--- src/rtl/dcpd_pkg.sv ---
// Shared widths, constants, codes and command/status types of the PD drive controller.
// No dependencies; every other file but the defines header uses it.
package dcpd_pkg;

  // Position format and target storage
  localparam int POSITION_FRACTION_BITS = 4;
  localparam int TARGET_WIDTH           = 40;

  // Field widths
  localparam int OPCODE_W   = 2;
  localparam int POS_W      = 32;
  localparam int AMOUNT_W   = 17;
  localparam int LDRIVE_W   = 9;
  localparam int RDRIVE_W   = 8;
  localparam int GAIN_W     = 4;
  localparam int LIMIT_W    = 7;
  localparam int WINDOW_W   = 12;

  // Configuration port
  localparam int CFG_IDX_W  = 3;
  localparam int CFG_DATA_W = 12;
  localparam logic [CFG_IDX_W-1:0] REG_OVERRIDE = 3'd0;
  localparam logic [CFG_IDX_W-1:0] REG_PROP     = 3'd1;
  localparam logic [CFG_IDX_W-1:0] REG_DERIV    = 3'd2;
  localparam logic [CFG_IDX_W-1:0] REG_LIMIT    = 3'd3;
  localparam logic [CFG_IDX_W-1:0] REG_WINDOW   = 3'd4;

  // Signed scale constants: Q6.16 move and turn scales, Q2.16 left scale
  localparam int Q_FRAC   = 16;
  localparam int SCALE_W  = 22;
  localparam int LSCALE_W = 18;
  localparam logic signed [SCALE_W-1:0]  MOVE_SCALE = SCALE_W'(1501974);
  localparam logic signed [SCALE_W-1:0]  TURN_SCALE = SCALE_W'(196737);
  localparam logic signed [LSCALE_W-1:0] LEFT_SCALE = LSCALE_W'(66847);
  localparam int ROUND_HALF = 1 << (Q_FRAC - 1);

  // Datapath widths
  localparam int ERR_W   = TARGET_WIDTH + 1;
  localparam int GSUM_W  = GAIN_W + 1;
  localparam int P1_W    = ERR_W + GSUM_W + 1;
  localparam int P2_W    = ERR_W + GAIN_W + 1;
  localparam int V_W     = P1_W + 1;
  localparam int LIM_W   = LIMIT_W + POSITION_FRACTION_BITS;
  localparam int VC_W    = LIM_W + 1;
  localparam int MPROD_W = AMOUNT_W + SCALE_W;
  localparam int INC_W   = MPROD_W + 1 - Q_FRAC;
  localparam int LP_W    = VC_W + LSCALE_W;
  localparam int LSHIFT  = Q_FRAC + POSITION_FRACTION_BITS;
  localparam int LMASK   = (1 << LSHIFT) - 1;
  localparam int RMASK   = (1 << POSITION_FRACTION_BITS) - 1;

  // Request opcodes
  typedef enum logic [OPCODE_W-1:0] {
    OP_TICK = 2'd0,
    OP_MOVE = 2'd1,
    OP_TURN = 2'd2
  } op_t;

  // Controller states
  typedef enum logic [2:0] {
    ST_IDLE,
    ST_MRND,
    ST_MADD,
    ST_MUL,
    ST_SUM,
    ST_FIN
  } state_t;

  // Configuration register set
  typedef struct packed {
    logic                manual_override;
    logic [GAIN_W-1:0]   prop_gain;
    logic [GAIN_W-1:0]   deriv_gain;
    logic [LIMIT_W-1:0]  drive_limit;
    logic [WINDOW_W-1:0] reach_window;
  } cfg_t;

  // Controller to datapath
  typedef struct packed {
    logic load_tick;
    logic load_move;
    logic round;
    logic update;
    logic mul;
    logic sum;
    logic fin;
    logic drive_on;
  } cmd_t;

  // Datapath to controller
  typedef struct packed {
    logic res_free;
  } sts_t;

endpackage

--- src/rtl/dcpd_if.sv ---
// Request and result channel interfaces of the PD drive controller.
// Depends on dcpd_pkg for field widths.
interface dcpd_req_if;
  import dcpd_pkg::*;

  logic                       valid;
  logic                       ready;
  logic [OPCODE_W-1:0]        opcode;
  logic signed [POS_W-1:0]    left_position;
  logic signed [POS_W-1:0]    right_position;
  logic signed [AMOUNT_W-1:0] amount;

  modport source (output valid, opcode, left_position, right_position, amount, input ready);
  modport sink   (input valid, opcode, left_position, right_position, amount, output ready);
  modport mon    (input valid, ready, opcode, left_position, right_position, amount);
endinterface

interface dcpd_res_if;
  import dcpd_pkg::*;

  logic                       valid;
  logic                       ready;
  logic signed [LDRIVE_W-1:0] left_drive;
  logic signed [RDRIVE_W-1:0] right_drive;
  logic                       drive_valid;
  logic                       target_reached;

  modport source (output valid, left_drive, right_drive, drive_valid, target_reached,
                  input ready);
  modport sink   (input valid, left_drive, right_drive, drive_valid, target_reached,
                  output ready);
  modport mon    (input valid, ready, left_drive, right_drive, drive_valid, target_reached);
endinterface

--- src/rtl/dcpd_cfg.sv ---
// Configuration register file of the PD drive controller.
// Depends on dcpd_pkg for the register indexes and the cfg_t type.
module dcpd_cfg (
  input  logic                             clk,
  input  logic                             rst,
  input  logic                             cfg_write,
  input  logic [dcpd_pkg::CFG_IDX_W-1:0]   cfg_index,
  input  logic [dcpd_pkg::CFG_DATA_W-1:0]  cfg_data,
  output dcpd_pkg::cfg_t                   cfg
);
  import dcpd_pkg::*;

  // Write one register; unknown indexes are dropped
  always_ff @(posedge clk) begin
    if (rst) begin
      cfg.manual_override <= 1'b0;
      cfg.prop_gain       <= GAIN_W'(2);
      cfg.deriv_gain      <= GAIN_W'(2);
      cfg.drive_limit     <= LIMIT_W'(70);
      cfg.reach_window    <= WINDOW_W'(120);
    end else if (cfg_write) begin
      unique case (cfg_index)
        REG_OVERRIDE: cfg.manual_override <= cfg_data[0];
        REG_PROP:     cfg.prop_gain       <= cfg_data[GAIN_W-1:0];
        REG_DERIV:    cfg.deriv_gain      <= cfg_data[GAIN_W-1:0];
        REG_LIMIT:    cfg.drive_limit     <= cfg_data[LIMIT_W-1:0];
        REG_WINDOW:   cfg.reach_window    <= cfg_data[WINDOW_W-1:0];
        default: ;
      endcase
    end
  end

endmodule

--- src/rtl/dcpd_ctrl.sv ---
// Sequencing state machine of the PD drive controller.
// Depends on dcpd_pkg for state, opcode, command and status types.
module dcpd_ctrl (
  input  logic                          clk,
  input  logic                          rst,
  input  logic                          req_valid,
  input  logic [dcpd_pkg::OPCODE_W-1:0] opcode,
  input  logic                          manual_override,
  input  dcpd_pkg::sts_t                sts,
  output logic                          req_ready,
  output dcpd_pkg::cmd_t                cmd
);
  import dcpd_pkg::*;

  state_t state, state_next;
  logic   drive_on, drive_on_next;

  // State register and loop flag
  always_ff @(posedge clk) begin
    if (rst) begin
      state    <= ST_IDLE;
      drive_on <= 1'b0;
    end else begin
      state    <= state_next;
      drive_on <= drive_on_next;
    end
  end

  // Next state and commands
  always_comb begin
    state_next    = state;
    drive_on_next = drive_on;
    cmd           = '0;
    req_ready     = 1'b0;
    unique case (state)
      ST_IDLE: begin
        req_ready = 1'b1;
        if (req_valid) begin
          unique case (opcode)
            OP_TICK: begin
              cmd.load_tick = 1'b1;
              drive_on_next = !manual_override;
              state_next    = manual_override ? ST_FIN : ST_MUL;
            end
            OP_MOVE, OP_TURN: begin
              cmd.load_move = 1'b1;
              state_next    = ST_MRND;
            end
            default: ;
          endcase
        end
      end
      ST_MRND: begin
        cmd.round  = 1'b1;
        state_next = ST_MADD;
      end
      ST_MADD: begin
        cmd.update = 1'b1;
        state_next = ST_IDLE;
      end
      ST_MUL: begin
        cmd.mul    = 1'b1;
        state_next = ST_SUM;
      end
      ST_SUM: begin
        cmd.sum    = 1'b1;
        state_next = ST_FIN;
      end
      ST_FIN: begin
        // hold here until the result register can take the new result
        cmd.drive_on = drive_on;
        if (sts.res_free) begin
          cmd.fin    = 1'b1;
          state_next = ST_IDLE;
        end
      end
      default: state_next = ST_IDLE;
    endcase
  end

endmodule

--- src/rtl/dcpd_dp.sv ---
// Datapath of the PD drive controller: targets, errors, PD products, clamp,
// left scaling and the result register. Depends on dcpd_pkg.
module dcpd_dp (
  input  logic                                 clk,
  input  logic                                 rst,
  input  dcpd_pkg::cmd_t                       cmd,
  input  dcpd_pkg::cfg_t                       cfg,
  input  logic [dcpd_pkg::OPCODE_W-1:0]        opcode,
  input  logic signed [dcpd_pkg::POS_W-1:0]    left_position,
  input  logic signed [dcpd_pkg::POS_W-1:0]    right_position,
  input  logic signed [dcpd_pkg::AMOUNT_W-1:0] amount,
  input  logic                                 res_ready,
  output logic                                 res_valid,
  output logic signed [dcpd_pkg::LDRIVE_W-1:0] left_drive,
  output logic signed [dcpd_pkg::RDRIVE_W-1:0] right_drive,
  output logic                                 drive_valid,
  output logic                                 target_reached,
  output dcpd_pkg::sts_t                       sts
);
  import dcpd_pkg::*;

  // Clamp a PD sum to plus or minus the drive limit in 1/16 units
  function automatic logic signed [VC_W-1:0] clamp_drive(
    input logic signed [V_W-1:0]   v,
    input logic [LIMIT_W-1:0]      lim
  );
    logic signed [V_W-1:0] hi;
    hi = $signed(V_W'({lim, {POSITION_FRACTION_BITS{1'b0}}}));
    if (v > hi)
      return VC_W'(hi);
    else if (v < -hi)
      return VC_W'(-hi);
    else
      return VC_W'(v);
  endfunction

  // Persistent state
  logic signed [TARGET_WIDTH-1:0] left_target, right_target;
  logic signed [ERR_W-1:0]        left_last_err, right_last_err;

  // Move path
  logic signed [MPROD_W-1:0] mv_prod, mv_prod_next;
  logic signed [MPROD_W:0]   mv_biased;
  logic signed [INC_W-1:0]   mv_inc;
  logic                      mv_turn;
  logic signed [TARGET_WIDTH-1:0] mv_step;

  // Tick path
  logic signed [ERR_W-1:0] lerr, rerr;
  logic [GSUM_W-1:0]       gsum;
  logic signed [P1_W-1:0]  lp1, rp1, lp1_next, rp1_next;
  logic signed [P2_W-1:0]  lp2, rp2, lp2_next, rp2_next;
  logic signed [V_W-1:0]   lv, rv;
  logic signed [VC_W-1:0]  lvc, rvc;
  logic signed [LP_W-1:0]  lprod, lbias;
  logic signed [VC_W-1:0]  rbias;
  logic signed [ERR_W-1:0] win;
  logic                    reached;

  // Move increment: scaled amount, rounded half up
  assign mv_prod_next = $signed(amount) * ((opcode == OP_MOVE) ? MOVE_SCALE : TURN_SCALE);
  assign mv_biased    = {mv_prod[MPROD_W-1], mv_prod} + (MPROD_W+1)'(ROUND_HALF);
  assign mv_step      = TARGET_WIDTH'(mv_inc);

  // PD products: (kp + kd) * e - kd * last error
  assign gsum     = {1'b0, cfg.prop_gain} + {1'b0, cfg.deriv_gain};
  assign lp1_next = lerr * $signed({1'b0, gsum});
  assign rp1_next = rerr * $signed({1'b0, gsum});
  assign lp2_next = left_last_err * $signed({1'b0, cfg.deriv_gain});
  assign rp2_next = right_last_err * $signed({1'b0, cfg.deriv_gain});
  assign lv       = V_W'(lp1) - V_W'(lp2);
  assign rv       = V_W'(rp1) - V_W'(rp2);

  // Output scaling, truncated toward zero
  assign lprod = lvc * LEFT_SCALE;
  assign lbias = lprod + (lprod[LP_W-1] ? LP_W'(LMASK) : '0);
  assign rbias = rvc + (rvc[VC_W-1] ? VC_W'(RMASK) : '0);

  // Both held errors strictly inside the window
  assign win     = $signed(ERR_W'(cfg.reach_window));
  assign reached = (left_last_err < win) && (left_last_err > -win) &&
                   (right_last_err < win) && (right_last_err > -win);

  assign sts.res_free = !res_valid || res_ready;

  // Targets and held errors
  always_ff @(posedge clk) begin
    if (rst) begin
      left_target    <= '0;
      right_target   <= '0;
      left_last_err  <= '0;
      right_last_err <= '0;
    end else begin
      if (cmd.update) begin
        left_target  <= left_target + mv_step;
        right_target <= mv_turn ? right_target - mv_step : right_target + mv_step;
      end
      if (cmd.sum) begin
        left_last_err  <= lerr;
        right_last_err <= rerr;
      end
    end
  end

  // Working registers
  always_ff @(posedge clk) begin
    if (cmd.load_move) begin
      mv_prod <= mv_prod_next;
      mv_turn <= (opcode == OP_TURN);
    end
    if (cmd.round)
      mv_inc <= mv_biased[MPROD_W:Q_FRAC];
    if (cmd.load_tick) begin
      lerr <= ERR_W'(left_target) - ERR_W'(left_position);
      rerr <= ERR_W'(right_target) - ERR_W'(right_position);
    end
    if (cmd.mul) begin
      lp1 <= lp1_next;
      rp1 <= rp1_next;
      lp2 <= lp2_next;
      rp2 <= rp2_next;
    end
    if (cmd.sum) begin
      lvc <= clamp_drive(lv, cfg.drive_limit);
      rvc <= clamp_drive(rv, cfg.drive_limit);
    end
  end

  // Result register: load on finish, drop once taken
  always_ff @(posedge clk) begin
    if (rst)
      res_valid <= 1'b0;
    else if (cmd.fin)
      res_valid <= 1'b1;
    else if (res_ready)
      res_valid <= 1'b0;
  end

  always_ff @(posedge clk) begin
    if (cmd.fin) begin
      left_drive     <= cmd.drive_on ? lbias[LSHIFT+LDRIVE_W-1:LSHIFT] : '0;
      right_drive    <= cmd.drive_on ?
                        rbias[POSITION_FRACTION_BITS+RDRIVE_W-1:POSITION_FRACTION_BITS] : '0;
      drive_valid    <= cmd.drive_on;
      target_reached <= reached;
    end
  end

endmodule

--- src/rtl/dual_channel_pd_drive_controller.sv ---
// Top level of the two-side PD drive controller.
// Depends on dcpd_pkg, dcpd_if, dcpd_cfg, dcpd_ctrl and dcpd_dp.
//
//   Channel | Role   | Handshake       | Carries
//   req     | sink   | valid / ready   | opcode, left/right position, amount
//   res     | source | valid / ready   | left/right drive, drive_valid, target_reached
//   cfg     | input  | cfg_write only  | cfg_index, cfg_data
//
// One request at a time. A loop tick: accept, multiply, sum and clamp, scale into
// the result register; an override tick: accept, then the result register; move
// and turn: multiply, round, add to targets; an unused opcode is only accepted.
// The PD products and the left scaling multiplier each sit in their own state.
// Reset is synchronous and clears targets, held errors, res.valid, state and cfg.
// A result waiting in the result register does not block the next request; the
// finish state stalls only when a second result is ready before the first is taken.
module dual_channel_pd_drive_controller (
  input  logic                            clk,
  input  logic                            rst,
  dcpd_req_if.sink                        req,
  dcpd_res_if.source                      res,
  input  logic                            cfg_write,
  input  logic [dcpd_pkg::CFG_IDX_W-1:0]  cfg_index,
  input  logic [dcpd_pkg::CFG_DATA_W-1:0] cfg_data
);
  import dcpd_pkg::*;

  cfg_t cfg;
  cmd_t cmd;
  sts_t sts;

  // Configuration registers
  dcpd_cfg u_cfg (
    .clk       (clk),
    .rst       (rst),
    .cfg_write (cfg_write),
    .cfg_index (cfg_index),
    .cfg_data  (cfg_data),
    .cfg       (cfg)
  );

  // Sequencer
  dcpd_ctrl u_ctrl (
    .clk             (clk),
    .rst             (rst),
    .req_valid       (req.valid),
    .opcode          (req.opcode),
    .manual_override (cfg.manual_override),
    .sts             (sts),
    .req_ready       (req.ready),
    .cmd             (cmd)
  );

  // Arithmetic and result register
  dcpd_dp u_dp (
    .clk            (clk),
    .rst            (rst),
    .cmd            (cmd),
    .cfg            (cfg),
    .opcode         (req.opcode),
    .left_position  (req.left_position),
    .right_position (req.right_position),
    .amount         (req.amount),
    .res_ready      (res.ready),
    .res_valid      (res.valid),
    .left_drive     (res.left_drive),
    .right_drive    (res.right_drive),
    .drive_valid    (res.drive_valid),
    .target_reached (res.target_reached),
    .sts            (sts)
  );

endmodule

--- src/flat_wrapper.sv ---
// flat-port wrapper written by rule: the top's interface ports become plain ports
module dual_channel_pd_drive_controller_flat import dcpd_pkg::*;
  (clk, rst, cfg_write, cfg_index, cfg_data, req_valid, req_opcode, req_left_position, req_right_position, req_amount, req_ready, res_valid, res_left_drive, res_right_drive, res_drive_valid, res_target_reached, res_ready);
  dcpd_req_if req_i ();
  dcpd_res_if res_i ();
  input  logic clk;
  input  logic rst;
  input  logic cfg_write;
  input  logic [dcpd_pkg::CFG_IDX_W-1:0] cfg_index;
  input  logic [dcpd_pkg::CFG_DATA_W-1:0] cfg_data;
  input wire logic [$bits(req_i.valid)-1:0] req_valid;
  input wire logic [$bits(req_i.opcode)-1:0] req_opcode;
  input wire logic [$bits(req_i.left_position)-1:0] req_left_position;
  input wire logic [$bits(req_i.right_position)-1:0] req_right_position;
  input wire logic [$bits(req_i.amount)-1:0] req_amount;
  output wire logic [$bits(req_i.ready)-1:0] req_ready;
  output wire logic [$bits(res_i.valid)-1:0] res_valid;
  output wire logic [$bits(res_i.left_drive)-1:0] res_left_drive;
  output wire logic [$bits(res_i.right_drive)-1:0] res_right_drive;
  output wire logic [$bits(res_i.drive_valid)-1:0] res_drive_valid;
  output wire logic [$bits(res_i.target_reached)-1:0] res_target_reached;
  input wire logic [$bits(res_i.ready)-1:0] res_ready;
  assign req_i.valid = req_valid;
  assign req_i.opcode = req_opcode;
  assign req_i.left_position = req_left_position;
  assign req_i.right_position = req_right_position;
  assign req_i.amount = req_amount;
  assign req_ready = req_i.ready;
  assign res_valid = res_i.valid;
  assign res_left_drive = res_i.left_drive;
  assign res_right_drive = res_i.right_drive;
  assign res_drive_valid = res_i.drive_valid;
  assign res_target_reached = res_i.target_reached;
  assign res_i.ready = res_ready;
  dual_channel_pd_drive_controller u_core (.clk(clk), .rst(rst), .req(req_i), .res(res_i), .cfg_write(cfg_write), .cfg_index(cfg_index), .cfg_data(cfg_data));
endmodule
--- config.mk ---
export PLATFORM = sky130hd
export DESIGN_NAME = dual_channel_pd_drive_controller_flat
export DESIGN_NICKNAME = d
export VERILOG_FILES = /design/src/rtl/dcpd_pkg.sv /design/src/rtl/dcpd_if.sv /design/src/rtl/dcpd_cfg.sv /design/src/rtl/dcpd_ctrl.sv /design/src/rtl/dcpd_dp.sv /design/src/rtl/dual_channel_pd_drive_controller.sv /design/src/flat_wrapper.sv
export SDC_FILE = /design/constraint.sdc
export NUM_CORES = 2
export LEC_CHECK = 0
export CORE_UTILIZATION = 40
export CTS_CLUSTER_DIAMETER = 100
export DETAILED_ROUTE_END_ITERATION = 10
export DONT_BUFFER_PORTS = 1
export HOLD_SLACK_MARGIN = 0.15
export SYNTH_ARGS = -nofsm -noshare
export SYNTH_HDL_FRONTEND = slang
export SYNTH_SLANG_ARGS = --single-unit
--- constraint.sdc ---
create_clock -name clk -period 19.3 [get_ports clk]
set_clock_uncertainty 0.15 [all_clocks]
set_input_delay 2.895 -clock clk [delete_from_list [all_inputs] [get_ports clk]]
set_output_delay 2.895 -clock clk [all_outputs]
set_load 0.05 [all_outputs]
==> metrics.yaml <==
outcome:
  status: "complete, no violations"
cells_and_area:
  utilization: 0.432
  multiInputGateArea_um2: 54600
  fin_nets: 10432
  fillCellCount: 18269
  drive_above_1_share: 0.0277
  seq_area_um2: 14700
  syn2layout_area_growth_pct: 7.01
floorplan:
  core-area_um2: 186000
  placementRows: 158
  die_h_um: 435
  num_io_pins: 124
  die_x_um: 435
  dieArea_um2: 190000
  initial_core_util: 0.404
sta:
  drv_slew: 0
  setup_viol: 0
  fin_hold_ws_ns: 0.325
  hold_violations: 0
  rsz0062_at_grt: "no"
  finalWorstSetupSlack_ns: 9.30
  worstMarginPinSlew_ns: 1.14
  period_needed_ns: 10.00
  maxSlewHeadroom: 0.237
  setup-tns-final_ns: 0
  fmax_mhz: 100
  timing.final.crit_share: 0.518
logic_synthesis:
  avgSynthCellArea_um2: 8.65
  ys_seq_area_frac: 0.196
  postSynthCellCount: 8688
  synth_area_leaders: "ha_1, fa_1, edfxtp_1"
  ys_seq_elements: 555
  async_flop_share: 0
  syn_area_um2: 75200
  synth_top_cell_by_area: "ha_1"
  synth_top_area_share: 0.183
  ys_top_cells_by_count: "inv_1, ha_1, nand2_1, a21oi_1, fa_1"
  ys_types: 88
  post-synth-top-count-cell: "inv_1"
  synth_edf_count: 360
  synthFlopType: "edfxtp_1"
  yosys_warnings: 0
power_and_ir_drop:
  swShare: 0.393
  pwr-share-comb: 0.457
  clock_power_share: 0.258
  report.power.total_mw: 5.48
  seqPwrFrac: 0.284
  ir_worst_vdd_v: 0.0000626
  p_sw_mw: 2.15
  powerDensity_nw_per_um2: 68.2
  p_leak_nw: 39.4
  internal_power_mw: 3.33
clock_network:
  cts_root_buf: "clkbuf_16"
  insertion_delay_ns: 0.70
  cts_hold_buf: 0
  cts_setup_buffers: 0
  numCtsBuffers: 71
  cts_tree: "built"
  h-tree-depth: 3
  clk_pin_slew_ns: 0.06
  clock_path_buffers: 3
  ctsResizeCount: 0
  cts_sinks: 555
global_routing:
  grt_max_degree: 189
  grt_pass1_wl_um: 322000
  gr-total-overflow: 0
  grt_usage: 0.211
  antenna_found_initial: 13
  grt_pass1_vias: 58889
critical_path:
  cp_common_cell: "fa_1"
  cpMaxStageDelayCell: "fa_1"
  cp_top_family: "adder cells"
  crit_cells: 27
  cp.arrival_ns: 10.31
  r2r_cells: 26
  endpoint_kind: "flip-flop"
  crit_buf_inv: 5
  cp.required_ns: 19.61
  cpPeakStageDelay_ns: 0.64
  r2r_slack_ns: 10.37
  crit_type: "input pin to flip-flop"
  start_kind: "input pin"
  crit_fanout: 34
placed_design:
  gp_congestion: 0.946
  dpl.hpwl_um: 167000
  pre_cts_ws_ns: 8.51
  port_buffers: 0
detailed_routing:
  firstDrtPassIters: 5
  vias: 59080
  ant_nets: 0
  viasPerCell: 5.30
  wl_per_cell_um: 18.2
  drc_errors: 0
  wl_um: 202000
  drt_iter0_drc: 3379
hold_path:
  hold_path.class: "flip-flop to flip-flop"
  whs_path_depth: 2
job:
  maxCapViolCount: 0
[placed cells by master, fill, tap and decap left out, drive strengths merged, types with 227 or more instances in the layout]
| master | netlist | routed |
|---|---|---|
| nand2 | 903 | 903 |
| nor2 | 376 | 376 |
| and2 | 395 | 395 |
| inv | 1379 | 1387 |
| ha | 1100 | 1100 |
| xnor2 | 325 | 325 |
| a21o | 227 | 227 |
| a21oi | 668 | 668 |
| fa | 630 | 630 |
| o21ai | 318 | 318 |
| edfxtp | 360 | 360 |
[layer usage]
| layer | share of wire | GRT usage |
|---|---|---|
| met1 | 0.46 | 0.280 |
| met2 | 0.46 | 0.352 |
| met3 | 0.044 | 0.0213 |
| met4 | 0.041 | 0.0847 |
| met5 | 0 | 0 |
[sequential cells by signal, indices dropped and copies added (netlist names), 40 cells and up]
name	cells
u_core.u_dp.lp2	46
u_core.u_dp.lp1	47
u_core.u_dp.right_target	40
u_core.u_dp.rerr	41
u_core.u_dp.rp2	46
u_core.u_dp.left_last_err	41
u_core.u_dp.rp1	47
u_core.u_dp.left_target	40
u_core.u_dp.right_last_err	41
u_core.u_dp.lerr	41
[final cells by class]
class / instances / share of cell area
Antenna cell: 8 / 0.000249
Clock buffer: 90 / 0.0245
Clock inverter: 40 / 0.00686
Inverter: 1379 / 0.0644
Multi-Input combinational cell: 6551 / 0.679
Sequential cell: 555 / 0.183
Tap cell: 2480 / 0.0386
Timing Repair Buffer: 41 / 0.00383
[through the flow]
stage	instance area (um2)	std cells
floorplan	75200	8698
global placement	77900	11006
detailed placement	77900	11006
CTS	80400	11136
global route	80400	11139
finish	80400	11144
[power by group through the flow]
| stage | Combinational, mW | Sequential, mW | Clock [mW] |
|---|---|---|---|
| global route | 2.84 | 1.57 | 1.50 |
| floorplan | 1.93 | 1.54 | 0 |
| finish | 2.51 | 1.56 | 1.42 |
| CTS | 2.51 | 1.56 | 1.45 |
| global placement | 2.45 | 1.58 | 0 |
| detailed placement | 2.49 | 1.58 | 0 |
[worst register-to-register path, stage by stage, from the launching register on]
cell      delay, ns
dfxtp_2        0.35
buf_4          0.75
ha_1           0.37
a21o_1         0.15
a21oi_1        0.25
xnor2_2        0.14
buf_4          0.74
and2_1         0.26
ha_1           0.15
inv_1          0.07
fa_1           0.58
inv_1          0.08
fa_1           0.48
ha_1           0.36
and3_1         0.19
and2_1         0.27
nand4_1        0.13
o21ai_0        0.44
o21ai_0        0.39
o21ai_0        0.53
a31oi_1        0.32
o211ai_1       0.29
a21oi_1        0.15
o21ba_2        0.22
o21ba_2        0.21
o21ai_0        0.21
xor2_1         0.42
[final timing paths]
kind | from | endpoint
setup / recovery | req_opcode[1] | u_core.u_dp.mv_prod[37]
hold / removal | u_core.u_dp.right_target[31] | u_core.u_dp.right_target[31]
setup reg to reg | u_core.u_cfg.cfg[20] | u_core.u_dp.lp1[43]
hold reg to reg | u_core.u_dp.right_target[31] | u_core.u_dp.right_target[31]
[logic make-up after synthesis]
logic type	count (synthesis)	synth area share
simple gates	2570	0.170
fa+ha+maj	1730	0.351
compound gates	1719	0.142
buf+inv	1592	0.0796
flops	555	0.196
xor+xnor	474	0.0552
mux	46	0.00621
other cells	2	0.0000999
Power figures use the tool's default switching activity.
